### config.mk
export PLATFORM = sky130hd
export DESIGN_NAME = tms_stats
export DESIGN_NICKNAME = d
export VERILOG_FILES = /design/src/hw/rtl/tms_pkg.sv /design/src/hw/rtl/tms_stats.sv
export SDC_FILE = /design/constraint.sdc
export NUM_CORES = 2
export LEC_CHECK = 0
export BUFFER_PORTS_ARGS = -buffer_cell sky130_fd_sc_hd__buf_4
export CELL_PAD_IN_SITES_DETAIL_PLACEMENT = 1
export CELL_PAD_IN_SITES_GLOBAL_PLACEMENT = 1
export CORE_MARGIN = 4
export CORE_UTILIZATION = 48
export DETAILED_ROUTE_END_ITERATION = 8
export PLACE_DENSITY = 0.93
export SETUP_SLACK_MARGIN = 0.3
export SYNTH_ARGS = -nofsm -noshare
export SYNTH_HDL_FRONTEND = slang
export SYNTH_SLANG_ARGS = --single-unit
### constraint.sdc
create_clock -name clk -period 9.4 [get_ports clk]
set_input_delay 0.47 -clock clk [delete_from_list [all_inputs] [get_ports clk]]
set_output_delay 0.47 -clock clk [all_outputs]
set_load 0.02 [all_outputs]
### src/hw/rtl/tms_pkg.sv
`timescale 1ns / 1ps
`default_nettype none

package tms_pkg;

  // Meaning of the vector carried by one result beat.
  typedef enum logic [1:0] {
    PART_MIN      = 2'd0,
    PART_MAX      = 2'd1,
    PART_CENTROID = 2'd2
  } part_t;

  localparam int THRESH_BITS = 40;
  localparam int SUM63_BITS  = 63;

  // Largest value of a signed 64-bit sum that the area and volume stop at.
  localparam logic [63:0] S63_MAX = 64'h7FFF_FFFF_FFFF_FFFF;

endpackage

`default_nettype wire

### src/hw/rtl/tms_stats.sv
`timescale 1ns / 1ps
`default_nettype none

module tms_stats #(
  parameter int C  = 16,
  parameter int CB = 20
) (
  input  logic                           clk,
  input  logic                           rst,
  input  logic                           g_valid,
  output logic                           g_ready,
  input  logic [9*C-1:0]                 g_vtx,
  input  logic [2*C+1:0]                 g_root,
  input  logic signed [63:0]             g_vol,
  input  logic                           g_last,
  input  logic [tms_pkg::THRESH_BITS-1:0] thresh,
  output logic                           out_valid,
  input  logic                           out_stall,
  output tms_pkg::part_t                 part,
  output logic signed [C-1:0]            vec_x,
  output logic signed [C-1:0]            vec_y,
  output logic signed [C-1:0]            vec_z,
  output logic [CB-1:0]                  triangle_total,
  output logic [tms_pkg::SUM63_BITS-1:0] surface_area,
  output logic [tms_pkg::SUM63_BITS-1:0] enclosed_volume,
  output logic                           closed,
  output logic                           final_result
);

  import tms_pkg::*;

  localparam int RW = 2 * C + 2;
  localparam int SW = C + CB + 2;
  localparam int DB = $clog2(SW);

  typedef enum logic [1:0] {S_IDLE, S_LOAD, S_DIV, S_OUT} sstate_t;

  sstate_t              state;
  logic signed [C-1:0]  mn [3];
  logic signed [C-1:0]  mx [3];
  logic [62:0]          area;
  logic signed [63:0]   vsum;
  logic signed [SW-1:0] csum [3];
  logic [CB-1:0]        cnt;

  logic [SW-1:0]        dq [3];
  logic [CB+1:0]        drem [3];
  logic                 dneg [3];
  logic [CB+1:0]        den;
  logic [DB-1:0]        dcnt;

  logic                 ov;
  part_t                opart;
  logic signed [C-1:0]  ovec [3];

  logic signed [C-1:0]  vt [9];
  logic signed [C-1:0]  nmn [3];
  logic signed [C-1:0]  nmx [3];
  logic signed [C+1:0]  ts [3];
  logic signed [SW:0]   cs_w [3];
  logic signed [SW-1:0] ncs [3];
  logic signed [SW:0]   smax;
  logic signed [SW:0]   smin;
  logic [63:0]          asum;
  logic [62:0]          narea;
  logic signed [64:0]   vs_w;
  logic signed [64:0]   vhi;
  logic signed [63:0]   nvsum;
  logic [CB+2:0]        rs [3];
  logic [63:0]          vabs;
  logic [SW-1:0]        nq [3];
  logic [SW-1:0]        cmaxq;
  logic [SW-1:0]        cminq;
  logic signed [C-1:0]  cen [3];
  part_t                lpart;
  logic                 take;
  logic                 outacc;

  assign take   = g_valid && g_ready;
  assign outacc = ov && !out_stall;

  always_comb begin
    for (int i = 0; i < 9; i++) begin
      vt[i] = g_vtx[i*C +: C];
    end
    smax = {2'b00, {(SW-1){1'b1}}};
    smin = {2'b11, {(SW-1){1'b0}}};
    for (int a = 0; a < 3; a++) begin
      nmn[a] = mn[a];
      nmx[a] = mx[a];
      for (int k = 0; k < 3; k++) begin
        if (vt[3*k+a] < nmn[a]) nmn[a] = vt[3*k+a];
        if (vt[3*k+a] > nmx[a]) nmx[a] = vt[3*k+a];
      end
      ts[a] = {{2{vt[a][C-1]}}, vt[a]} + {{2{vt[3+a][C-1]}}, vt[3+a]}
            + {{2{vt[6+a][C-1]}}, vt[6+a]};
      cs_w[a] = {csum[a][SW-1], csum[a]} + {{(SW-C-1){ts[a][C+1]}}, ts[a]};
      if (cs_w[a] > smax) begin
        ncs[a] = smax[SW-1:0];
      end else if (cs_w[a] < smin) begin
        ncs[a] = smin[SW-1:0];
      end else begin
        ncs[a] = cs_w[a][SW-1:0];
      end
    end
    asum  = {1'b0, area} + {{(64-RW){1'b0}}, g_root};
    narea = (asum > S63_MAX) ? S63_MAX[62:0] : asum[62:0];
    vs_w  = {vsum[63], vsum} + {g_vol[63], g_vol};
    vhi   = {1'b0, S63_MAX};
    if (vs_w > vhi) begin
      nvsum = S63_MAX;
    end else if (vs_w < -vhi) begin
      nvsum = ~S63_MAX + 1'b1;
    end else begin
      nvsum = vs_w[63:0];
    end
  end

  // Centroid from quotient magnitude and sign, clamped to the coordinate range.
  always_comb begin
    cmaxq = {{(SW-C+1){1'b0}}, {(C-1){1'b1}}};
    cminq = {{(SW-C){1'b0}}, 1'b1, {(C-1){1'b0}}};
    for (int a = 0; a < 3; a++) begin
      rs[a] = {drem[a], dq[a][SW-1]};
      nq[a] = ~dq[a] + 1'b1;
      if (dneg[a]) begin
        cen[a] = (dq[a] > cminq) ? {1'b1, {(C-1){1'b0}}} : nq[a][C-1:0];
      end else begin
        cen[a] = (dq[a] > cmaxq) ? {1'b0, {(C-1){1'b1}}} : dq[a][C-1:0];
      end
    end
    lpart = (state == S_DIV) ? PART_MIN
          : ((opart == PART_MIN) ? PART_MAX : PART_CENTROID);
  end

  always_comb begin
    vabs            = vsum[63] ? (~vsum + 1'b1) : vsum;
    enclosed_volume = vabs[62:0];
    closed          = vabs[62:0] > {{(63-THRESH_BITS){1'b0}}, thresh};
  end

  assign g_ready        = (state == S_IDLE);
  assign out_valid      = ov;
  assign part           = opart;
  assign vec_x          = ovec[0];
  assign vec_y          = ovec[1];
  assign vec_z          = ovec[2];
  assign triangle_total = cnt;
  assign surface_area   = area;
  assign final_result   = (opart == PART_CENTROID);

  always_ff @(posedge clk) begin
    if (rst) begin
      state <= S_IDLE;
      ov    <= 1'b0;
      opart <= PART_MIN;
      for (int a = 0; a < 3; a++) begin
        mn[a]   <= {1'b0, {(C-1){1'b1}}};
        mx[a]   <= {1'b1, {(C-1){1'b0}}};
        csum[a] <= '0;
      end
      area <= '0;
      vsum <= '0;
      cnt  <= '0;
    end else begin
      case (state)
        S_IDLE: begin
          if (take) begin
            for (int a = 0; a < 3; a++) begin
              mn[a]   <= nmn[a];
              mx[a]   <= nmx[a];
              csum[a] <= ncs[a];
            end
            area <= narea;
            vsum <= nvsum;
            if (cnt != {CB{1'b1}}) begin
              cnt <= cnt + 1'b1;
            end
            if (g_last) begin
              state <= S_LOAD;
            end
          end
        end
        S_LOAD: begin
          den  <= {2'b00, cnt} + {1'b0, cnt, 1'b0};
          dcnt <= '0;
          for (int a = 0; a < 3; a++) begin
            dneg[a] <= csum[a][SW-1];
            dq[a]   <= csum[a][SW-1] ? SW'(~csum[a] + 1'b1) : SW'(csum[a]);
            drem[a] <= '0;
          end
          state <= S_DIV;
        end
        S_DIV: begin
          for (int a = 0; a < 3; a++) begin
            if (rs[a] >= {1'b0, den}) begin
              drem[a] <= (CB+2)'(rs[a] - {1'b0, den});
              dq[a]   <= {dq[a][SW-2:0], 1'b1};
            end else begin
              drem[a] <= rs[a][CB+1:0];
              dq[a]   <= {dq[a][SW-2:0], 1'b0};
            end
          end
          if (dcnt == DB'(SW - 1)) begin
            ov    <= 1'b1;
            opart <= lpart;
            for (int a = 0; a < 3; a++) begin
              ovec[a] <= mn[a];
            end
            state <= S_OUT;
          end else begin
            dcnt <= dcnt + 1'b1;
          end
        end
        S_OUT: begin
          if (outacc) begin
            if (opart == PART_CENTROID) begin
              ov    <= 1'b0;
              opart <= PART_MIN;
              for (int a = 0; a < 3; a++) begin
                mn[a]   <= {1'b0, {(C-1){1'b1}}};
                mx[a]   <= {1'b1, {(C-1){1'b0}}};
                csum[a] <= '0;
              end
              area  <= '0;
              vsum  <= '0;
              cnt   <= '0;
              state <= S_IDLE;
            end else begin
              opart <= lpart;
              for (int a = 0; a < 3; a++) begin
                ovec[a] <= (lpart == PART_MAX) ? mx[a] : cen[a];
              end
            end
          end
        end
        default: state <= S_IDLE;
      endcase
    end
  end

endmodule

`default_nettype wire

==> results.json <==
{
  "grt_usage_pct": 33.80,
  "cp-end-kind": "register",
  "antenna_found_initial": 12,
  "grt_overflow": 0,
  "synth_fp_nets": 7761,
  "crit_slowest_cell": "o21a_1",
  "yosysSeqAreaShare_pct": 29.09,
  "io_buffers": 486,
  "final_layout_size_suffix_gt1_share_pct": 11.36,
  "required_ps": 9910,
  "cap_violations": 0,
  "cp_data_arrival_time_ps": 8880,
  "holdPathStages": 4,
  "fillerInstances": 14212,
  "reg2reg_slack_ps": 1030,
  "max_slew_margin_pct": 10.70,
  "first_pass_iters": 6,
  "powerDensity_mw_per_mm2": 352.9,
  "routed_via_density": 6.497,
  "power.total_mw": 23.52,
  "worstHoldEndpoint": "surface_area[0]",
  "cp-start-kind": "register",
  "grt_max_degree": 104,
  "start_util_pct": 48.35,
  "fin_ws_ps": 1035,
  "cts_max_level": 3,
  "synthToLayoutAreaGrowth_pct": 13.26,
  "worstReg2RegStart": "mx[0][31]",
  "dieHeight_um": 358.1,
  "tightest_slew_ps": 1339,
  "wl_per_cell_um": 25.63,
  "drv_slew": 0,
  "status": "completed",
  "gp_congestion": 0.9691,
  "synth_edf_count": 468,
  "fmax_mhz": 119.5,
  "drcViolationCount": 0,
  "cts_buffers": 79,
  "numClockSinks": 621,
  "async_flop_share_pct": 0,
  "synthTopCellsByArea": "edfxtp_1, ha_1, fa_1",
  "ctsHoldBuffers": 0,
  "synth_area_leader_cell": "edfxtp_1",
  "ys.flop_type": "edfxtp_1",
  "place_hpwl_mm": 168.1,
  "io_pins": 487,
  "min_period_ps": 8365,
  "fin_worst_skew_ps": 37.14,
  "peakVddDrop_mv": 0.2990,
  "rr_endpoint": "mx[0][29]",
  "clk_path_buf_depth": 3,
  "place_ws_ps": 1152,
  "hold_viol_final": 0,
  "p_leak_nw": 29.00,
  "period_share_pct": 88.99,
  "core_mm2": 0.1217,
  "grt_pass1_wl_mm": 343.8,
  "setup-violations-final": 0,
  "yosysWarningCount": 0,
  "post_cts_buffers": 0,
  "drt_iter0_drc": 4635,
  "postSynthAreaPerCell_um2": 8.808,
  "wl_mm": 223.6,
  "crit_fanout": 23,
  "clkLatencyLatePin_ps": 700,
  "netlist.area_leader.share_pct": 23.88,
  "syn_area_mm2": 0.05885,
  "setup_tns_ps": 0,
  "worst_path_largest_cell_delay_ps": 770,
  "synth.distinct_cells": 89,
  "cts_tree": "done",
  "cts_resized": 0,
  "fp.dieArea_mm2": 0.1283,
  "netlist_instances": 6681,
  "final_antenna_net_count": 0,
  "crit_type": "register to register",
  "hp-class": "input pin to register",
  "r2r_cells": 31,
  "num_vias": 56695,
  "synth_seq_cells": 621,
  "fin_nets": 8112,
  "cts_root_buffer": "clkbuf_16",
  "hp-start": "g_root[0]",
  "clkSlewWorstSetupHoldPaths_ps": 60,
  "grt_pass1_vias": 60175,
  "rows": 128,
  "rsz0062_at_grt": "no",
  "dieWidth_um": 358.1
}
[cells in the final DEF, fill, tap and decap left out, types with 25 or more instances in the layout]
cell type  instances
o41ai_1           27
nor4_1            45
or3_1             85
xnor2_1          235
fa_1             165
clkbuf_16         85
o21a_1            58
o21ai_0          644
nand2b_1          70
a31oi_1           46
o22ai_1           30
edfxtp_1         468
a21boi_0          31
a21o_1           214
and2_1            25
o31ai_1           71
a211oi_1          59
buf_4            541
o311ai_0          29
nand4_1          131
nand2_1          624
a22o_1            25
nor3_1            96
o211ai_1          74
dfxtp_1          152
mux2_2            40
or4_1             46
nor2b_1           69
mux2i_1          167
ha_1             625
a21oi_1          457
nor2_1           436
o21bai_1          47
inv_1            374
xor2_1           207
and3_1            40
nand3_1          176
[layout make-up]
cell class / instances / area, um^2 / share of cell area (%)
antenna: 5 / 12.51 / 0.01877
clock buffer: 111 / 2315 / 3.473
clock inverter: 34 / 229.0 / 0.3435
inverter: 374 / 1404 / 2.106
multi-input combinational: 5415 / 39480 / 59.23
sequential: 621 / 17120 / 25.68
tap: 1625 / 2033 / 3.051
timing repair buffer: 541 / 4061 / 6.094
[per-stage QoR]
step	util, %	area (um^2)	std cells	hold slack, ps
2_1_floorplan	-	58850	6681	470.4
3_3_place_gp	52.66	64090	8576	444.6
3_5_place_dp	52.66	64090	8576	456.4
4_1_cts	54.75	66640	8721	136.7
5_1_grt	54.75	66650	8724	176.1
6_report	54.76	66650	8726	174.0
[state kept, by name, summed over array words and instances, names as in the netlist]
name,flops
csum,114
dcnt,6
den,22
dneg,3
dq,114
drem,66
mn,48
mx,48
out_valid,1
ovec,48
part,2
state,2
surface_area,63
triangle_total,20
vsum,64
[routing by layer]
metal	track usage (%)	part of all wire (%)	up-vias
li1	-	-	25338
met4	18.56	6.1	10
met5	0	0.025	-
met3	6.464	7.9	809
met2	57.97	48	2460
met1	39.89	38	28078
[power by group]
group,internal [mW],switching [mW],total (mW),leakage [nW]
Sequential,4.21,1.02,5.23,5.78
Combinational,5.81,9.38,15.2,22.0
Clock,1.77,1.34,3.11,1.25
Total,11.8,11.7,23.5,29.0
[Yosys cell counts, types with 58 or more instances]
cell type  instances
o21ai_0          645
nand2_1          626
ha_1             625
edfxtp_1         468
a21oi_1          460
nor2_1           438
inv_1            374
clkbuf_1         244
xnor2_1          235
a21o_1           214
xor2_1           207
nand3_1          177
fa_1             168
mux2i_1          168
dfxtp_1          153
nand4_1          131
nor3_1            98
or3_1             87
o211ai_1          74
o31ai_1           72
nand2b_1          71
nor2b_1           70
a211oi_1          59
o21a_1            58
[worst max-delay path: cells and delay by family (launching register included)]
| family | cells | cell delay, ps |
|---|---|---|
| adders and majority gates | 3 | 860 |
| AOI/OAI and AO/OA | 7 | 1740 |
| muxes | 4 | 1290 |
| buffers and inverters | 4 | 1070 |
| and+or+nand+nor | 13 | 2780 |
| DFF | 1 | 440 |
[cells by family after synthesis]
| group | after synthesis | share of synthesized area (%) |
|---|---|---|
| and+or+nand+nor | 1979 | 16.43 |
| adders and majority gates | 797 | 19.07 |
| AOI/OAI and AO/OA | 1989 | 21.07 |
| xor gates and xnor gates | 442 | 6.578 |
| buffers and inverters | 645 | 4.146 |
| DFF | 621 | 29.09 |
| muxes | 208 | 3.623 |
[how the worst max path moves through the flow]
stage / start / endpoint / cells past startpoint
6_report: mx[0][31] / mx[0][29] / 31
5_1_grt: mx[0][31] / mx[0][29] / 31
4_1_cts: mx[0][31] / mx[0][29] / 31
3_5_place_dp: g_vtx[31] / mx[0][29] / 31
3_3_place_gp: g_vtx[41] / mx[0][36] / 36
2_1_floorplan: g_vtx[25] / mx[0][17] / 36
(Power assumes the default switching activity.)
