### config.mk
export PLATFORM = sky130hd
export DESIGN_NAME = tms_fifo
export DESIGN_NICKNAME = d
export VERILOG_FILES = /design/src/hw/rtl/tms_fifo.sv
export SDC_FILE = /design/constraint.sdc
export NUM_CORES = 1
export LEC_CHECK = 0
export ABC_AREA = 1
export BUFFER_PORTS_ARGS = -buffer_cell sky130_fd_sc_hd__buf_2
export CORE_ASPECT_RATIO = 0.75
export CORE_UTILIZATION = 45
export CTS_BUF_LIST = sky130_fd_sc_hd__clkbuf_4
export DETAILED_ROUTE_END_ITERATION = 8
export PLACE_DENSITY = 0.7
export SLEW_MARGIN = 20
export SYNTH_ARGS = -nofsm -noshare
export SYNTH_HDL_FRONTEND = slang
export SYNTH_SLANG_ARGS = --single-unit
### constraint.sdc
create_clock -name clk -period 1.39 [get_ports clk]
set_input_delay 0.139 -clock clk [delete_from_list [all_inputs] [get_ports clk]]
set_output_delay 0.139 -clock clk [all_outputs]
set_load 0.01 [all_outputs]
### src/hw/rtl/tms_fifo.sv
`timescale 1ns / 1ps
`default_nettype none

module tms_fifo #(
  parameter int W     = 8,
  parameter int DEPTH = 2
) (
  input  logic         clk,
  input  logic         rst,
  input  logic         push_valid,
  output logic         push_ready,
  input  logic [W-1:0] push_data,
  output logic         pop_valid,
  input  logic         pop_ready,
  output logic [W-1:0] pop_data
);

  localparam int PB = (DEPTH > 1) ? $clog2(DEPTH) : 1;
  localparam int CB = $clog2(DEPTH + 1);

  logic [W-1:0]  mem [DEPTH];
  logic [PB-1:0] wp;
  logic [PB-1:0] rp;
  logic [CB-1:0] fill;
  logic          do_push;
  logic          do_pop;

  assign push_ready = (fill != CB'(DEPTH));
  assign pop_valid  = (fill != '0);
  assign pop_data   = mem[rp];
  assign do_push    = push_valid && push_ready;
  assign do_pop     = pop_valid && pop_ready;

  always_ff @(posedge clk) begin
    if (do_push) begin
      mem[wp] <= push_data;
    end
  end

  always_ff @(posedge clk) begin
    if (rst) begin
      wp   <= '0;
      rp   <= '0;
      fill <= '0;
    end else begin
      if (do_push) begin
        wp <= (wp == PB'(DEPTH - 1)) ? '0 : wp + 1'b1;
      end
      if (do_pop) begin
        rp <= (rp == PB'(DEPTH - 1)) ? '0 : rp + 1'b1;
      end
      if (do_push && !do_pop) begin
        fill <= fill + 1'b1;
      end else if (do_pop && !do_push) begin
        fill <= fill - 1'b1;
      end
    end
  end

endmodule

`default_nettype wire

==> flow_summary.json, run 1 <==
{
  "setup_tns_ns": 0,
  "via_per_inst": 4.873,
  "clock-root-buffer": "clkbuf_4",
  "period_share_pct": 95.23,
  "fmax_mhz": 755.5,
  "yosys_warnings": 0,
  "cts_tree": "yes",
  "grt_max_degree": 12,
  "clk_path_buf_depth": 2,
  "cp_top_family": "flip-flops",
  "drive_above_1_share_pct": 50.00,
  "fill_cells": 163,
  "antenna_left": 0,
  "ios": 22,
  "reg2reg_from": "fill[1]",
  "areaGrowthSynthToFinish_pct": 23.49,
  "pre_cts_ws_ns": 0.06095,
  "nets": 102,
  "ys_top_cells_by_area": "edfxtp_1 (58%), dfxtp_1 (12%), mux2_2 (11%)",
  "port_buffers": 21,
  "start_kind": "register",
  "p_leak_nw": 0.4218,
  "grt_busiest_layer": "met2",
  "layout_commonest_cell": "buf_2",
  "clk_pin_slew_ns": 0.11,
  "finalSetupViolations": 0,
  "syn_avg_cell_area_um2": 13.32,
  "wire_per_inst_um": 12.92,
  "cp_cell_sequence": "mux2_2 -> buf_2",
  "drt-pass1-iter-count": 4,
  "cp_num_cells": 2,
  "route.vias.total": 536,
  "status": "completed",
  "tightest_slew_ns": 0.1665,
  "place_hpwl_mm": 1.066,
  "worstPathArrival_ns": 1.18,
  "finClkSkew_ns": 0.01111,
  "netlist_instances": 62,
  "ys_seq_elements": 21,
  "yosys.area.top_type_share_pct": 58.18,
  "yosysSeqAreaShare_pct": 70.30,
  "final_hold_viol_count": 0,
  "cts_setup_buffers": 0,
  "synth.distinct_cells": 17,
  "numCtsBuffers": 3,
  "cp_num_buf_inv": 1,
  "cp-end-kind": "output port",
  "slew_violations": 0,
  "max_stage_delay_ns": 0.42,
  "fin_util_pct": 59.14,
  "relSlewSlack_pct": 88.90,
  "mostFrequentLayoutCells": "buf_2 (21), edfxtp_1 (16), mux2_2 (8)",
  "min_from": "push_data[2]",
  "die_width_um": 51.47,
  "antenna_found_initial": 0,
  "initial_core_util_pct": 47.90,
  "hold_buffers": 0,
  "hold_path_class": "in2reg",
  "ir_drop_mv": 1.112,
  "grt_pass1_vias": 490,
  "slowest_stage": "dfxtp_4",
  "p_per_area_mw_per_mm2": 1735,
  "r2r_cells": 9,
  "placed_cell_area_um2": 968.4,
  "stdcell_count": 110,
  "min_period_ns": 1.324,
  "placedCellCount": 106,
  "diodes": 0,
  "drc": 0,
  "grt.met2_usage_pct": 29.22,
  "cap_violations": 0,
  "syn_nets": 75,
  "grt_use_total_pct": 14.97,
  "insertion_delay_ns": 0.29,
  "synth_area_leader_cell": "edfxtp_1",
  "grt-ovfl-total": 0,
  "multi_input_comb_area_um2": 221.5,
  "hold_depth": 1,
  "core_mm2": 0.001724,
  "fin_area_mm2": 0.001020,
  "regArea_um2": 589.3,
  "path_class": "reg2out",
  "setup_ws_ns": 0.06630,
  "routabilityCongestion": 0.8372,
  "rows": 13,
  "met1_usage_pct": 15.71,
  "design.die.area_mm2": 0.002012,
  "h-tree-depth": 1,
  "grt_first_pass_wirelength_mm": 2.007,
  "clkSinkCount": 21,
  "worstPathMaxFanout": 8,
  "use_met3_pct": 5.882,
  "drt_wl_total_mm": 1.421,
  "syn_area_um2": 825.8,
  "crit_required_ns": 1.25,
  "dieHeight_um": 39.10,
  "drt_iter0_drc": 12
}
## cells in the mapped netlist (all sizes together)
cell / count
buf: 1
o21ai: 2
mux2: 8
nand4: 1
nor2: 7
edfxtp: 16
clkinv: 1
dfxtp: 5
ha: 1
inv: 7
a21oi: 2
nand3: 2
nand2: 9
## kinds of logic after synthesis
kind of cell | count (synthesis) | share of synthesized area, %
DFF | 21 | 70.30
AOI/OAI and AO/OA | 4 | 2.423
and+or+nand+nor | 19 | 10.46
adders and majority gates | 1 | 1.515
buffers and inverters | 9 | 4.392
muxes | 8 | 10.91
## cell type report
type	instances	share of cell area (%)
Clock buffer	4	2.945
Inverter	8	3.067
Multi-Input combinational cell	32	21.72
Sequential cell	21	57.79
Tap cell	22	2.699
Timing Repair Buffer	23	11.78
## path summary, 6_finish.rpt
check / to / slack, ns
max: pop_data[3] / 0.07
min: mem[1][2] / 0.03
max reg2reg: fill[1] / 0.09
min reg2reg: fill[0] / 0.47
## repair_timing
item                                    4_1_cts  5_1_grt
endpoints found under the setup margin        8        2
gates cloned                                  0        0
gates resized for setup                       2        6
## routing by layer
metal  up-vias  wire (um)
met1       249        562
met3         2         64
met2        19        785
met4         0          9
li1        266          -
met5         -          0
## where the power goes
part	total (W)	internal, W	switching, W
clock network	0.000295	0.000131	0.000164
registers	0.000890	0.000817	0.0000735
logic	0.000585	0.000263	0.000322
total	0.00177	0.00121	0.000559
## sequential cells by signal, indices dropped and copies added (netlist names), named ones only
name,cells
mem,16
fill,2
rp,1
wp,1
## through the flow
step                hold WS [ns]  power, W
floorplan                 0.2379  0.001239
global placement          0.3273  0.001406
detailed placement        0.3306  0.001436
CTS                      0.01541  0.001739
global route            0.005611  0.001894
finish                   0.02582  0.001769
No activity file was read; power rests on OpenSTA's default activity.
==> run 2: changes to the inputs <==
==> constraint.sdc (replaced) <==
create_clock -name clk -period 1.39 [get_ports clk]
set_input_delay 0.139 -clock clk [delete_from_list [all_inputs] [get_ports clk]]
set_output_delay 0.139 -clock clk [all_outputs]
set_load 0.05 [all_outputs]
==> run 2 against run 1 <==
Worst hold slack got worse by 0.0018 ns. Clock skew decreased by 0.0085 ns. Critical endpoint is now pop_data[2]. Global-route usage increased by 0.38 points. Fmax decreased by 3.2%. Sequential power decreased by 0.8%. Critical path depth unchanged. Worst setup slack got worse by 0.044 ns. Highest routed layer unchanged. Register-to-register slack about the same. Sequential share of layout area decreased by 2.2 points. Final area increased by 3.4%.
==> flow_summary.json, run 2 (synthesis results as in run 1) <==
{
  "status": "completed",
  "design.die.area_mm2": 0.002012,
  "insertion_delay_ns": 0.30,
  "grt_pass1_vias": 484,
  "hold_path_class": "in2reg",
  "period_share_pct": 98.39,
  "ios": 22,
  "cts_tree": "yes",
  "nets": 102,
  "largest_register": "mem",
  "met1Wirelength_um": 540,
  "die_width_um": 51.47,
  "layout_commonest_cell": "edfxtp_1",
  "slew_violations": 0,
  "top_regs": "mem (16), fill (2)",
  "antenna_found_initial": 0,
  "h-tree-depth": 1,
  "rsz0062_at_grt": "true",
  "diodes": 0,
  "grt-ovfl-total": 0,
  "via_per_inst": 4.782,
  "setup_ws_ns": 0.02241,
  "largest_register_ffs": 16,
  "drive_above_1_share_pct": 50.00,
  "finalSetupViolations": 0,
  "cap_violations": 0,
  "numCtsBuffers": 3,
  "internal_power_w": 0.001248,
  "grt_first_pass_wirelength_mm": 2.001,
  "path_class": "reg2out",
  "ir_drop_mv": 1.135,
  "drc": 0,
  "p_leak_nw": 0.4370,
  "hold_depth": 1,
  "clock_power_share_pct": 13.0,
  "hold-worst-slack_ns": 0.02407,
  "reg2reg_from": "fill[0]",
  "initial_core_util_pct": 47.90,
  "worstPathMaxFanout": 8,
  "port_buffers": 21,
  "share_comb_of_total_power_pct": 45.1,
  "clkSinkCount": 21,
  "p_sw_w": 0.0008590,
  "drt_wl_total_mm": 1.283,
  "place_hpwl_um": 983.6,
  "relSlewSlack_pct": 83.72,
  "min_from": "push_data[1]",
  "cp-end-kind": "output port",
  "antenna_left": 0,
  "drt_iter0_drc": 7,
  "tightest_slew_ns": 0.2459,
  "route.top_layer_used": "met4",
  "clk_path_buf_depth": 2,
  "crit_required_ns": 1.25,
  "switching_share_pct": 40.78,
  "min_period_ns": 1.368,
  "mostFrequentLayoutCells": "edfxtp_1 (16), buf_2 (13), mux2_2 (8), buf_6 (8), nor2_1 (7)",
  "dieHeight_um": 39.10,
  "cts_setup_buffers": 0,
  "cts_resized": 18,
  "p_seq_share_pct": 41.9,
  "areaGrowthSynthToFinish_pct": 27.73,
  "start_kind": "register",
  "wl_met3_um": 65,
  "route.vias.total": 526,
  "wire_per_inst_um": 11.66,
  "core_mm2": 0.001724,
  "fmax_mhz": 731.2,
  "clk_pin_slew_ns": 0.10,
  "routabilityCongestion": 0.8299,
  "worstPathArrival_ns": 1.23,
  "drt-pass1-iter-count": 3,
  "p_per_area_mw_per_mm2": 1997,
  "finClkSkew_ns": 0.002610,
  "pre_cts_ws_ns": 0.07605,
  "r2r_cells": 10,
  "grt_max_degree": 13,
  "fin_util_pct": 61.18,
  "final_hold_viol_count": 0,
  "rows": 13,
  "clock-root-buffer": "clkbuf_4",
  "grt_use_total_pct": 15.36,
  "hold_buffers": 0,
  "wl_met2_um": 636
}
## run 2: cell count changes in the layout (fill, tap and decap cells not counted), sizes merged
cell    change
clkbuf      -1
clkinv      +1
## run 2: stage by stage
step	total power [W]	area, um2	std cells	setup TNS, ns
2_1_floorplan	0.001550	828.3	62	-1.721
6_report	0.002106	1055	110	0
3_5_place_dp	0.001734	970.9	106	0
5_1_grt	0.002242	1055	110	-0.3022
3_3_place_gp	0.001715	970.9	106	0
4_1_cts	0.002113	1052	110	-0.008795
## run 2: final timing paths
check / slack, ns / endpoint
max: 0.02 / pop_data[2]
max reg2reg: 0.08 / fill[1]
min: 0.02 / mem[1][1]
min reg2reg: 0.46 / fill[0]
## run 2: routing by layer
metal,GRT usage (%),vias to the layer above
li1,-,263
met1,15.31,241
met2,27.27,15
met3,6.275,7
met4,9.459,0
met5,0,-
## run 2: final cells by class
class | count | area [um2]
flip-flops and latches | 21 | 586.8
clock inverters | 1 | 5.005
well taps | 22 | 27.53
inverters | 8 | 31.28
clock buffers | 3 | 22.52
multi-input cells | 32 | 211.5
fillers | 164 | 669.4
repair buffers | 23 | 170.2
## run 2: worst max-delay path, cell delays in order, from the launching register on
cell,delay (ns)
dfxtp_4,0.42
mux2_2,0.36
buf_6,0.15
## run 2: power groups by stage
stage	registers (W)	clock network (W)	logic, W
floorplan	0.000851	0	0.000698
global placement	0.000883	0	0.000832
detailed placement	0.000887	0	0.000847
CTS	0.000879	0.000291	0.000944
global route	0.000898	0.000317	0.00103
finish	0.000883	0.000274	0.000950
==> run 3: changes to the inputs <==
==> constraint.sdc (replaced) <==
create_clock -name clk -period 1.4 [get_ports clk]
set_input_delay 0.14 -clock clk [delete_from_list [all_inputs] [get_ports clk]]
set_output_delay 0.14 -clock clk [all_outputs]
set_load 0.05 [all_outputs]
==> run 3 against run 2 <==
Sequential power is 0.8% lower. Clock skew is 0.00062 ns lower. Final area is 1.7% higher. Clock-buffer cell count unchanged. Critical path depth stayed put. Routed wire length grew 4.1%. Worst hold slack better by 0.0053 ns. Clock power is essentially flat. Non-clock buffer count increased by 2. Utilization is 1.0 points higher. Flip-flop and latch count did not move. Register-to-register slack improved by 0.05 ns. Critical path type unchanged. Critical endpoint is now pop_data[0]. Largest cell class unchanged.
==> flow_summary.json, run 3 (synthesis results as in run 1) <==
{
  "placed_cell_area_um2": 970.9,
  "areaGrowthSynthToFinish_pct": 29.85,
  "ir_drop_mv": 1.299,
  "ios": 22,
  "r2r_end": "fill[1]",
  "period_share_pct": 97.99,
  "port_buffers": 21,
  "top_regs": "mem (16), fill (2)",
  "numCtsBuffers": 3,
  "finalSetupViolations": 0,
  "cap_violations": 0,
  "cp-end-kind": "output port",
  "drc": 0,
  "grt_max_degree": 13,
  "grt_first_pass_wirelength_mm": 2.256,
  "reg2reg_slack_ns": 0.13,
  "die_width_um": 51.47,
  "slew_violations": 0,
  "final_hold_viol_count": 0,
  "largest_register": "mem",
  "clk_pin_slew_ns": 0.11,
  "r2r_cells": 10,
  "drive_above_1_share_pct": 50.00,
  "layout_commonest_cell": "edfxtp_1",
  "cts_tree": "yes",
  "p_per_area_mw_per_mm2": 1966,
  "start_kind": "register",
  "tightest_slew_ns": 0.2521,
  "fmax_mhz": 728.9,
  "worstPathMaxFanout": 8,
  "path_class": "reg2out",
  "min_from": "push_data[3]",
  "whs_endpoint": "mem[0][3]",
  "status": "completed",
  "mostFrequentLayoutCells": "edfxtp_1 (16), buf_2 (13), mux2_2 (8), buf_6 (8), nor2_1 (7)",
  "routabilityCongestion": 0.8636,
  "largest_register_ffs": 16,
  "via_per_inst": 4.750,
  "clock-root-buffer": "clkbuf_4",
  "route.vias.total": 532,
  "relSlewSlack_pct": 83.31,
  "grt_busiest_layer": "met2",
  "drt_iter0_drc": 5,
  "hold_path_class": "in2reg",
  "place_hpwl_um": 988.9,
  "grt_use_total_pct": 17.22,
  "wire_per_inst_um": 11.93,
  "fin_area_mm2": 0.001072,
  "crit_required_ns": 1.26,
  "antenna_found_initial": 0,
  "antenna_left": 0,
  "rsz0062_at_grt": "true",
  "fin_util_pct": 62.19,
  "grt-ovfl-total": 0,
  "reg2reg_from": "fill[0]",
  "insertion_delay_ns": 0.30,
  "nets": 104,
  "drt-pass1-iter-count": 2,
  "placedCellCount": 106,
  "use_met3_pct": 7.059,
  "hold_depth": 1,
  "met1_usage_pct": 18.14,
  "rows": 13,
  "clk_path_buf_depth": 2,
  "diodes": 0,
  "grt_pass1_vias": 517,
  "drt_wl_total_mm": 1.336,
  "design.die.area_mm2": 0.002012,
  "worstPathArrival_ns": 1.23,
  "h-tree-depth": 1,
  "core_mm2": 0.001724,
  "grt.met2_usage_pct": 31.49,
  "initial_core_util_pct": 47.90,
  "fill_cells": 153,
  "clkSinkCount": 21,
  "dieHeight_um": 39.10,
  "min_period_ns": 1.372,
  "p_leak_nw": 0.4463,
  "stdcell_count": 112,
  "finClkSkew_ns": 0.001994
}
run 3: changes by cell type in the layout (fill, tap and decap cells not counted):
cell           delta
buf_4             +1
o21ai_1           -1
dlygate4sd3_1     +1
o21ai_0           +1
run 3: how the worst max path moves through the flow:
stage	from	cells past startpoint	end	slack, ns
6_report	register	2	pop_data[0]	0.03
5_1_grt	register	2	pop_data[2]	-0.03
4_1_cts	register	2	pop_data[0]	0.01
3_5_place_dp	fill[0]	10	fill[1]	0.09
3_3_place_gp	fill[1]	9	fill[1]	0.12
2_1_floorplan	fill[0]	4	mem[1][0]	-0.1
run 3: where the power goes:
part	switching, W	internal (W)	total (W)
logic	0.000618	0.000341	0.000958
clock network	0.000168	0.000106	0.000274
registers	0.0000697	0.000806	0.000876
run 3: critical path, stage by stage (launching register included):
cell	delay (ns)
dfxtp_4	0.42
mux2_2	0.36
buf_6	0.15
run 3: cell type report:
class	count	area (um2)	area share, %
sequential	21	586.8	54.73
multi-input combinational	32	211.5	19.72
timing repair buffer	25	187.7	17.50
inverter	8	31.28	2.917
tap	22	27.53	2.567
clock buffer	3	22.52	2.100
clock inverter	1	5.005	0.4667
run 3: metrics by stage:
| step | hold WS (ns) | total power (W) | TNS (ns) | setup WS [ns] |
|---|---|---|---|---|
| floorplan | 0.2389 | 0.001539 | -1.551 | -0.09641 |
| global placement | 0.3283 | 0.001703 | 0 | 0.1228 |
| detailed placement | 0.3352 | 0.001720 | 0 | 0.09225 |
| CTS | 0.02043 | 0.002099 | 0 | 0.01151 |
| global route | 0.004175 | 0.002258 | -0.1906 | -0.02858 |
| finish | 0.02935 | 0.002108 | 0 | 0.02808 |
run 3: repair_timing:
action                     4_1_cts  5_1_grt
pin swaps                        0        1
hold buffers                     0        1
setup buffers                    0        1
setup endpoints to repair        8       10
gates resized for setup         18        3
hold endpoints to repair         0        2
run 3: per-layer routing:
layer  share of wire (%)  vias to the layer above  routed length (um)
met1                  40                      247                 532
met2                  54                       13                 728
li1                    -                      270                   -
met5                   0                        -                   0
met3                 4.5                        2                  60
met4                 1.0                        0                  14
