[src/hw/rtl/tms_pkg.sv]
`timescale 1ns / 1ps
`default_nettype none

package tms_pkg;

  // Meaning of the vector carried by one result beat.
  typedef enum logic [1:0] {
    PART_MIN      = 2'd0,
    PART_MAX      = 2'd1,
    PART_CENTROID = 2'd2
  } part_t;

  localparam int THRESH_BITS = 40;
  localparam int SUM63_BITS  = 63;

  // Largest value of a signed 64-bit sum that the area and volume stop at.
  localparam logic [63:0] S63_MAX = 64'h7FFF_FFFF_FFFF_FFFF;

endpackage

`default_nettype wire

[src/hw/rtl/tms_geom.sv]
`timescale 1ns / 1ps
`default_nettype none

module tms_geom #(
  parameter int C = 16
) (
  input  logic                   clk,
  input  logic                   rst,
  input  logic                   in_valid,
  output logic                   in_ready,
  input  logic [9*C+6*(C+1):0]   in_data,
  output logic                   out_valid,
  input  logic                   out_ready,
  output logic [9*C-1:0]         out_vtx,
  output logic [2*C+1:0]         out_root,
  output logic signed [63:0]     out_vol,
  output logic                   out_last
);

  import tms_pkg::*;

  localparam int IW = 9 * C + 6 * (C + 1) + 1;
  localparam int MB = C + 2;
  localparam int PW = 2 * MB;
  localparam int NW = 4 * C + 4;
  localparam int RW = 2 * C + 2;
  localparam int CW = 2 * C + 3;
  localparam int KW = 2 * C + 1;
  localparam int DW = 3 * C + 1;
  localparam int EW = (DW > 64) ? DW + 1 : 65;
  localparam int IB = $clog2(RW);
  localparam logic [4:0] LAST_STEP = 5'd27;

  typedef enum logic [1:0] {G_IDLE, G_MUL, G_ROOT, G_DONE} gstate_t;
  typedef enum logic [2:0] {D_CX, D_CY, D_CZ, D_KX, D_KY, D_KZ, D_N, D_D} dst_t;
  typedef enum logic [1:0] {SH_0, SH_MID, SH_DBL, SH_TOP} sh_t;

  gstate_t          state;
  logic [IW-1:0]    tri_q;
  logic [4:0]       step;
  logic [PW-1:0]    prod;
  logic             p_en;
  logic             p_neg;
  sh_t              p_sh;
  dst_t             p_dst;
  logic signed [CW-1:0] cacc [3];
  logic signed [KW-1:0] kacc [3];
  logic [NW-1:0]    nacc;
  logic signed [DW-1:0] dacc;
  logic [NW-1:0]    rad;
  logic [RW+1:0]    rem;
  logic [RW-1:0]    root;
  logic [IB-1:0]    iter;

  logic [MB-1:0]    mu [3];
  logic [MB-1:0]    mw [3];
  logic             su [3];
  logic             sw [3];
  logic [MB-1:0]    mv [9];
  logic             sv [9];
  logic [CW-1:0]    cm [3];
  logic [KW-1:0]    km [3];
  logic [MB-1:0]    clo [3];
  logic [MB-1:0]    chi [3];
  logic [MB-1:0]    klo [3];
  logic [MB-1:0]    khi [3];
  logic             sk [3];

  logic [MB-1:0]    opa;
  logic [MB-1:0]    opb;
  logic             opneg;
  sh_t              opsh;
  dst_t             opdst;

  logic [NW-1:0]    shifted;
  logic [NW-1:0]    addend;
  logic [RW+3:0]    rem_sh;
  logic [RW+3:0]    trial;

  logic signed [EW-1:0] dx;
  logic signed [EW-1:0] hi_s;
  logic signed [EW-1:0] lo_s;

  // Unpack the queued triangle and take magnitudes and signs of all operands.
  always_comb begin
    for (int i = 0; i < 9; i++) begin
      sv[i] = tri_q[i*C + C - 1];
      mv[i] = sv[i] ? MB'(C'(~tri_q[i*C +: C]) + 1'b1) : MB'(tri_q[i*C +: C]);
    end
    for (int i = 0; i < 3; i++) begin
      su[i] = tri_q[9*C + i*(C+1) + C];
      mu[i] = su[i] ? MB'((C+1)'(~tri_q[9*C + i*(C+1) +: C+1]) + 1'b1)
                    : MB'(tri_q[9*C + i*(C+1) +: C+1]);
      sw[i] = tri_q[9*C + (3+i)*(C+1) + C];
      mw[i] = sw[i] ? MB'((C+1)'(~tri_q[9*C + (3+i)*(C+1) +: C+1]) + 1'b1)
                    : MB'(tri_q[9*C + (3+i)*(C+1) +: C+1]);
      cm[i]  = cacc[i][CW-1] ? CW'(~cacc[i] + 1'b1) : CW'(cacc[i]);
      clo[i] = cm[i][MB-1:0];
      chi[i] = MB'(cm[i][2*C+1:MB]);
      sk[i]  = kacc[i][KW-1];
      km[i]  = sk[i] ? KW'(~kacc[i] + 1'b1) : KW'(kacc[i]);
      klo[i] = km[i][MB-1:0];
      khi[i] = MB'(km[i][2*C-1:MB]);
    end
  end

  // Product schedule: cross product, then b x c, then the squares of the
  // cross product (split in halves), then a . (b x c) (split in halves).
  always_comb begin
    opa   = '0;
    opb   = '0;
    opneg = 1'b0;
    opsh  = SH_0;
    opdst = D_CX;
    case (step)
      5'd0: begin opa = mu[1]; opb = mw[2]; opneg = su[1] ^ sw[2]; opdst = D_CX; end
      5'd1: begin opa = mu[2]; opb = mw[1]; opneg = !(su[2] ^ sw[1]); opdst = D_CX; end
      5'd2: begin opa = mu[2]; opb = mw[0]; opneg = su[2] ^ sw[0]; opdst = D_CY; end
      5'd3: begin opa = mu[0]; opb = mw[2]; opneg = !(su[0] ^ sw[2]); opdst = D_CY; end
      5'd4: begin opa = mu[0]; opb = mw[1]; opneg = su[0] ^ sw[1]; opdst = D_CZ; end
      5'd5: begin opa = mu[1]; opb = mw[0]; opneg = !(su[1] ^ sw[0]); opdst = D_CZ; end
      5'd6: begin opa = mv[4]; opb = mv[8]; opneg = sv[4] ^ sv[8]; opdst = D_KX; end
      5'd7: begin opa = mv[5]; opb = mv[7]; opneg = !(sv[5] ^ sv[7]); opdst = D_KX; end
      5'd8: begin opa = mv[5]; opb = mv[6]; opneg = sv[5] ^ sv[6]; opdst = D_KY; end
      5'd9: begin opa = mv[3]; opb = mv[8]; opneg = !(sv[3] ^ sv[8]); opdst = D_KY; end
      5'd10: begin opa = mv[3]; opb = mv[7]; opneg = sv[3] ^ sv[7]; opdst = D_KZ; end
      5'd11: begin opa = mv[4]; opb = mv[6]; opneg = !(sv[4] ^ sv[6]); opdst = D_KZ; end
      5'd12: begin opa = clo[0]; opb = clo[0]; opsh = SH_0;   opdst = D_N; end
      5'd13: begin opa = chi[0]; opb = clo[0]; opsh = SH_DBL; opdst = D_N; end
      5'd14: begin opa = chi[0]; opb = chi[0]; opsh = SH_TOP; opdst = D_N; end
      5'd15: begin opa = clo[1]; opb = clo[1]; opsh = SH_0;   opdst = D_N; end
      5'd16: begin opa = chi[1]; opb = clo[1]; opsh = SH_DBL; opdst = D_N; end
      5'd17: begin opa = chi[1]; opb = chi[1]; opsh = SH_TOP; opdst = D_N; end
      5'd18: begin opa = clo[2]; opb = clo[2]; opsh = SH_0;   opdst = D_N; end
      5'd19: begin opa = chi[2]; opb = clo[2]; opsh = SH_DBL; opdst = D_N; end
      5'd20: begin opa = chi[2]; opb = chi[2]; opsh = SH_TOP; opdst = D_N; end
      5'd21: begin opa = mv[0]; opb = klo[0]; opneg = sv[0] ^ sk[0]; opsh = SH_0;   opdst = D_D; end
      5'd22: begin opa = mv[0]; opb = khi[0]; opneg = sv[0] ^ sk[0]; opsh = SH_MID; opdst = D_D; end
      5'd23: begin opa = mv[1]; opb = klo[1]; opneg = sv[1] ^ sk[1]; opsh = SH_0;   opdst = D_D; end
      5'd24: begin opa = mv[1]; opb = khi[1]; opneg = sv[1] ^ sk[1]; opsh = SH_MID; opdst = D_D; end
      5'd25: begin opa = mv[2]; opb = klo[2]; opneg = sv[2] ^ sk[2]; opsh = SH_0;   opdst = D_D; end
      5'd26: begin opa = mv[2]; opb = khi[2]; opneg = sv[2] ^ sk[2]; opsh = SH_MID; opdst = D_D; end
      default: begin
        opa = '0;
      end
    endcase
  end

  always_comb begin
    case (p_sh)
      SH_0:    shifted = NW'(prod);
      SH_MID:  shifted = NW'(prod) << MB;
      SH_DBL:  shifted = NW'(prod) << (MB + 1);
      SH_TOP:  shifted = NW'(prod) << (2 * MB);
      default: shifted = NW'(prod);
    endcase
    addend = p_neg ? (~shifted + 1'b1) : shifted;
    rem_sh = {rem, rad[NW-1:NW-2]};
    trial  = (RW+4)'({root, 2'b01});
  end

  // Clamp the triple product to +/- S63_MAX, which fits in the signed 64-bit range.
  always_comb begin
    dx   = {{(EW-DW){dacc[DW-1]}}, dacc};
    hi_s = EW'(S63_MAX);
    lo_s = -hi_s;
    if (dx > hi_s) begin
      out_vol = S63_MAX;
    end else if (dx < lo_s) begin
      out_vol = ~S63_MAX + 1'b1;
    end else begin
      out_vol = dx[63:0];
    end
  end

  assign in_ready  = (state == G_IDLE);
  assign out_valid = (state == G_DONE);
  assign out_vtx   = tri_q[9*C-1:0];
  assign out_last  = tri_q[IW-1];
  assign out_root  = root;

  always_ff @(posedge clk) begin
    if (rst) begin
      state <= G_IDLE;
      p_en  <= 1'b0;
    end else begin
      case (state)
        G_IDLE: begin
          p_en <= 1'b0;
          if (in_valid) begin
            tri_q <= in_data;
            step  <= '0;
            for (int i = 0; i < 3; i++) begin
              cacc[i] <= '0;
              kacc[i] <= '0;
            end
            nacc  <= '0;
            dacc  <= '0;
            state <= G_MUL;
          end
        end
        G_MUL: begin
          prod  <= opa * opb;
          p_neg <= opneg;
          p_sh  <= opsh;
          p_dst <= opdst;
          p_en  <= (step != LAST_STEP);
          if (step == LAST_STEP) begin
            rad   <= nacc;
            rem   <= '0;
            root  <= '0;
            iter  <= '0;
            state <= G_ROOT;
          end else begin
            step <= step + 1'b1;
          end
        end
        G_ROOT: begin
          p_en <= 1'b0;
          rad  <= rad << 2;
          if (rem_sh >= trial) begin
            rem  <= (RW+2)'(rem_sh - trial);
            root <= {root[RW-2:0], 1'b1};
          end else begin
            rem  <= rem_sh[RW+1:0];
            root <= {root[RW-2:0], 1'b0};
          end
          if (iter == IB'(RW - 1)) begin
            state <= G_DONE;
          end else begin
            iter <= iter + 1'b1;
          end
        end
        G_DONE: begin
          if (out_ready) begin
            state <= G_IDLE;
          end
        end
        default: state <= G_IDLE;
      endcase

      if (p_en) begin
        case (p_dst)
          D_CX: cacc[0] <= cacc[0] + signed'(addend[CW-1:0]);
          D_CY: cacc[1] <= cacc[1] + signed'(addend[CW-1:0]);
          D_CZ: cacc[2] <= cacc[2] + signed'(addend[CW-1:0]);
          D_KX: kacc[0] <= kacc[0] + signed'(addend[KW-1:0]);
          D_KY: kacc[1] <= kacc[1] + signed'(addend[KW-1:0]);
          D_KZ: kacc[2] <= kacc[2] + signed'(addend[KW-1:0]);
          D_N:  nacc    <= nacc + addend;
          D_D:  dacc    <= dacc + signed'(addend[DW-1:0]);
          default: nacc <= nacc;
        endcase
      end
    end
  end

endmodule

`default_nettype wire

[config.mk]
export PLATFORM = sky130hd
export DESIGN_NAME = tms_geom
export DESIGN_NICKNAME = d
export VERILOG_FILES = /design/src/hw/rtl/tms_pkg.sv /design/src/hw/rtl/tms_geom.sv
export SDC_FILE = /design/constraint.sdc
export NUM_CORES = 2
export LEC_CHECK = 0
export BUFFER_PORTS_ARGS = -buffer_cell sky130_fd_sc_hd__buf_2
export CORE_MARGIN = 3
export CORE_UTILIZATION = 51
export DETAILED_ROUTE_END_ITERATION = 6
export PLACE_DENSITY = 0.75
export SYNTH_ARGS = -nofsm -noshare
export SYNTH_HDL_FRONTEND = slang
export SYNTH_SLANG_ARGS = --single-unit
[constraint.sdc]
create_clock -name clk -period 15.7 [get_ports clk]
set_clock_uncertainty 0.05 [all_clocks]
set_input_delay 0.785 -clock clk [delete_from_list [all_inputs] [get_ports clk]]
set_output_delay 0.785 -clock clk [all_outputs]
set_load 0.05 [all_outputs]
==> run summary <==
The flow ran to the end, and the final reports show no timing, DRC or antenna violations. The tools report the H-tree level count as 3. Synthesis produced a netlist with a net count of 8607. The fraction of synthesized area in multiplexers is 0.0234, and the floorplan die area is 0.142 sq mm. The met3 usage was 0.0711; the die outline height was 377 microns. The number of clock sinks was 762. Post-detailed-route wirelength per cell: 26.6 microns.

The total of warnings raised by yosys is 0. The number of antenna violations at the first check in global routing was 17. In this run the clock root is driven by a clkbuf_16.

Yosys attributes the largest share of cell area to edfxtp_1 32%, ha_1 8.8%, fa_1 7.5%. Number of failing setup endpoints in the final timing report: 0. The cell family contributing the most delay on the critical path is adder cells.

The footprint of the multi-input gates is 0.0433 sq mm. The area fraction in compound gates after synthesis works out to 0.177. The total area inside the core boundary comes to 0.136 sq mm. The layout overhead on the synthesized area was 8.88%. The routed design could run at a clock period as short as 11450 ps. Summed over all layers, the routed wires come to 258000 microns.

The fraction of met1 tracks used by global routing is 0.442, and the placement row count is 135. The count of final hold-check violations was 0. Summed over all layers, the global routing overflow is 0. Detailed placement finished with a half-perimeter wire length of 201000 microns. The tools report the tightest slew margin relative to the limit as 0.0689. The run gives 0 as the residual antenna-violating net count after detailed routing.

The element type at the critical path start was a flip-flop. STA classifies the critical path endpoint as a flip-flop. At the worst endpoint, the arrival time is 11880 ps.

The first TritonRoute pass finished after 6 iterations. The number of buffers and inverters on the critical path is 6. The most used flip-flop cell after synthesis is edfxtp_1. The first global-routing pass estimated 379000 microns of wire.

The logs give 0 for the remaining routing DRC violations and 90 for the total clock buffers created by CTS. The number of nets in the finished design is 8857. The run gives 0 ps as the sum of negative setup slack. Classification of the worst-slack hold path: in2reg. The run gives 0.353 as the overall fraction of global-route tracks in use. The tool flagged a number of max-cap violations equal to 0.

The number of port buffers is 495, and the maximum number of pins on one net before global-route repair is 139. Endpoint required time on the critical path: 16130 ps. Post-CTS timing repair inserted 0 buffers for setup. The slowest stage cell on the critical path was nor2_1.

TritonCTS built the clock tree. After technology mapping, the gate count stands at 7599. The run gives 62.2k as the number of vias in the routed layout.

The global-route track usage on met2 is 0.569. The run gives 172 ps as the worst hold-check slack. The dominant combinational cell family by area after synthesis was compound AO/OA/AOI/OAI gates. The number of global-route vias before repair is 60.0k, and the average instance area after synthesis is 9.26 sq um.

The area share of fa/ha/maj cells after synthesis works out to 0.163. Fill cells in the final layout number 12.1k. The tools report the weighted congestion reported at the end of routability-driven placement as 1.06. The ratio of cells with drive above 1 in the final layout is 0.116, and the final critical-path share of the clock period is 0.729. Setup repair after global routing left no endpoint under its margin. The tools report the cts-stage hold buffer count as 0. In this run the cell area of the synthesized design comes to 0.0703 sq mm.

Effective utilization at floorplan: 0.517. The portion of the post-synthesis area used by sequential elements is 0.325, and the latest clock arrival within the worst-skew pair is 730 ps. The setup path with the least slack is of type reg2reg. The post-synthesis simple-gate area fraction was 0.153; the delay of the slowest critical-path stage was 1100 ps. The XOR/XNOR share of the synthesized area is 0.0974, and the horizontal extent of the die is 377 microns. After synthesis the netlist holds a flip-flop and latch count of 762.

In this run, the number of DRC markers left after iteration 0 of detailed routing was 7254. Yosys mapped a number of flops with a built-in enable equal to 759. Of all nets on the critical path, the largest fanout is 16. For the pin with the worst max-slew slack, the measured transition is 1380 ps. Async set-or-reset flop fraction in the synthesized netlist: 0.

The synthesized design spends more area on one cell type than any other, namely edfxtp_1. Clock-pin slew was measured on the worst setup and hold paths at 70 ps. The area fraction of the dominant cell type after synthesis was 0.324; the post-cts gate resize count was 0.

Pin placement for this block handled 496 I/O pins. The logs give 97 for the count of unique library cells instantiated by Yosys and 0.0229 sq mm for the sequential cell area. The global routing stage identified its most utilized layer as met2. The maximum clock insertion buffer count is 3, and the mean number of vias per cell is 6.41.

The number of max-slew violations in the final report was 0. For this run, the top clock speed supported by timing is 87.3 MHz.
[Yosys cell counts (17+ instances only)]
cell       instances
o211ai_1          28
buf_4            158
a21oi_1          400
buf_2             22
o21bai_1          66
a221oi_1          17
o31ai_1          137
edfxtp_1         759
xnor2_1          311
inv_1            528
xor2_1           471
nor4_1            51
and3_1            43
a21o_1           210
nand2_1          563
o21ai_0          459
o21a_1            61
nand4_1           41
or2_2             29
nor3_1           142
mux2_2            70
nand3b_1          17
or3_1             88
ha_1             493
o221ai_1          30
o41ai_1           68
o22ai_1          174
clkbuf_1         249
nor2b_1           85
nand2b_1         100
a2111oi_0         18
a211oi_1          44
fa_1             264
or4_1             62
nor2_1           685
mux2i_1           86
a31oi_1           53
nand3_1          203
and2_1            59
[area by class of cell]
type | instances | area share
tap | 1781 | 0.0291
inverter | 531 | 0.0262
clock inverter | 52 | 0.00639
sequential | 762 | 0.298
antenna | 13 | 0.000425
multi-input combinational | 5857 | 0.565
clock buffer | 109 | 0.0309
timing repair buffer | 607 | 0.0435
[cells in the final DEF (no fill, tap or decap), drive strengths merged, types with 85 or more instances in the layout]
master and instances:
a21o 210, a21oi 401, buf 607, clkbuf 109, edfxtp 759, fa 264
ha 493, inv 536, mux2i 86, nand2 566, nand2b 101, nand3 205
nor2 685, nor2b 85, nor3 143, o21ai 469, o22ai 174, o31ai 140
or3 90, xnor2 311, xor2 471
[state kept, by name, summed over array words and instances (netlist names)]
signal / cells
tri_q: 247
cacc: 105
kacc: 99
nacc: 68
rad: 68
dacc: 49
prod: 36
rem: 36
out_root: 34
iter: 6
step: 5
p_dst: 3
p_sh: 2
state: 2
p_en: 1
p_neg: 1
[routing by layer]
metal,wire length [microns],part of all wire
met5,34,0.00013
met4,16900,0.065
met3,25000,0.097
met2,117000,0.46
met1,98800,0.38
[final timing paths]
kind / startpoint / end / slack, ps / cells past startpoint
min reg2reg: rad[19] / rad[21] / 490 / 1
max: step[0] / prod[33] / 4250 / 30
max reg2reg: step[0] / prod[33] / 4250 / 30
min: in_data[171] / tri_q[171] / 170 / 1
[logic make-up (layout without fill, tap and decap cells)]
logic type	Yosys count	after routing
simple gates	2237	2237
fa+ha+maj	757	757
compound gates	1925	1925
flops	762	762
other cells	0	13
buf+inv	980	1299
xor+xnor	782	782
mux	156	156
[worst register-to-register path: cells and delay by family (launching register included)]
| kind | cells | cell delay (ps) |
|---|---|---|
| adders and majority gates | 8 | 3790 |
| and+or+nand+nor | 6 | 3470 |
| AOI/OAI and AO/OA | 9 | 2600 |
| buffers and inverters | 6 | 730 |
| DFF | 1 | 430 |
| xor gates and xnor gates | 1 | 130 |
[through the flow]
stage	utilization	setup slack [ps]	std cells	cell area [sq um]
after global placement	0.541	4790	9538	73700
after CTS	0.562	4670	9699	76600
final	0.563	4250	9712	76600
after detailed placement	0.541	4710	9538	73700
after floorplan	-	3320	7599	70400
after global routing	0.563	3860	9706	76600
Power is left out: the tool's default activity adds up to more than one toggle a clock period on the data nets, which glitch-free logic cannot reach.
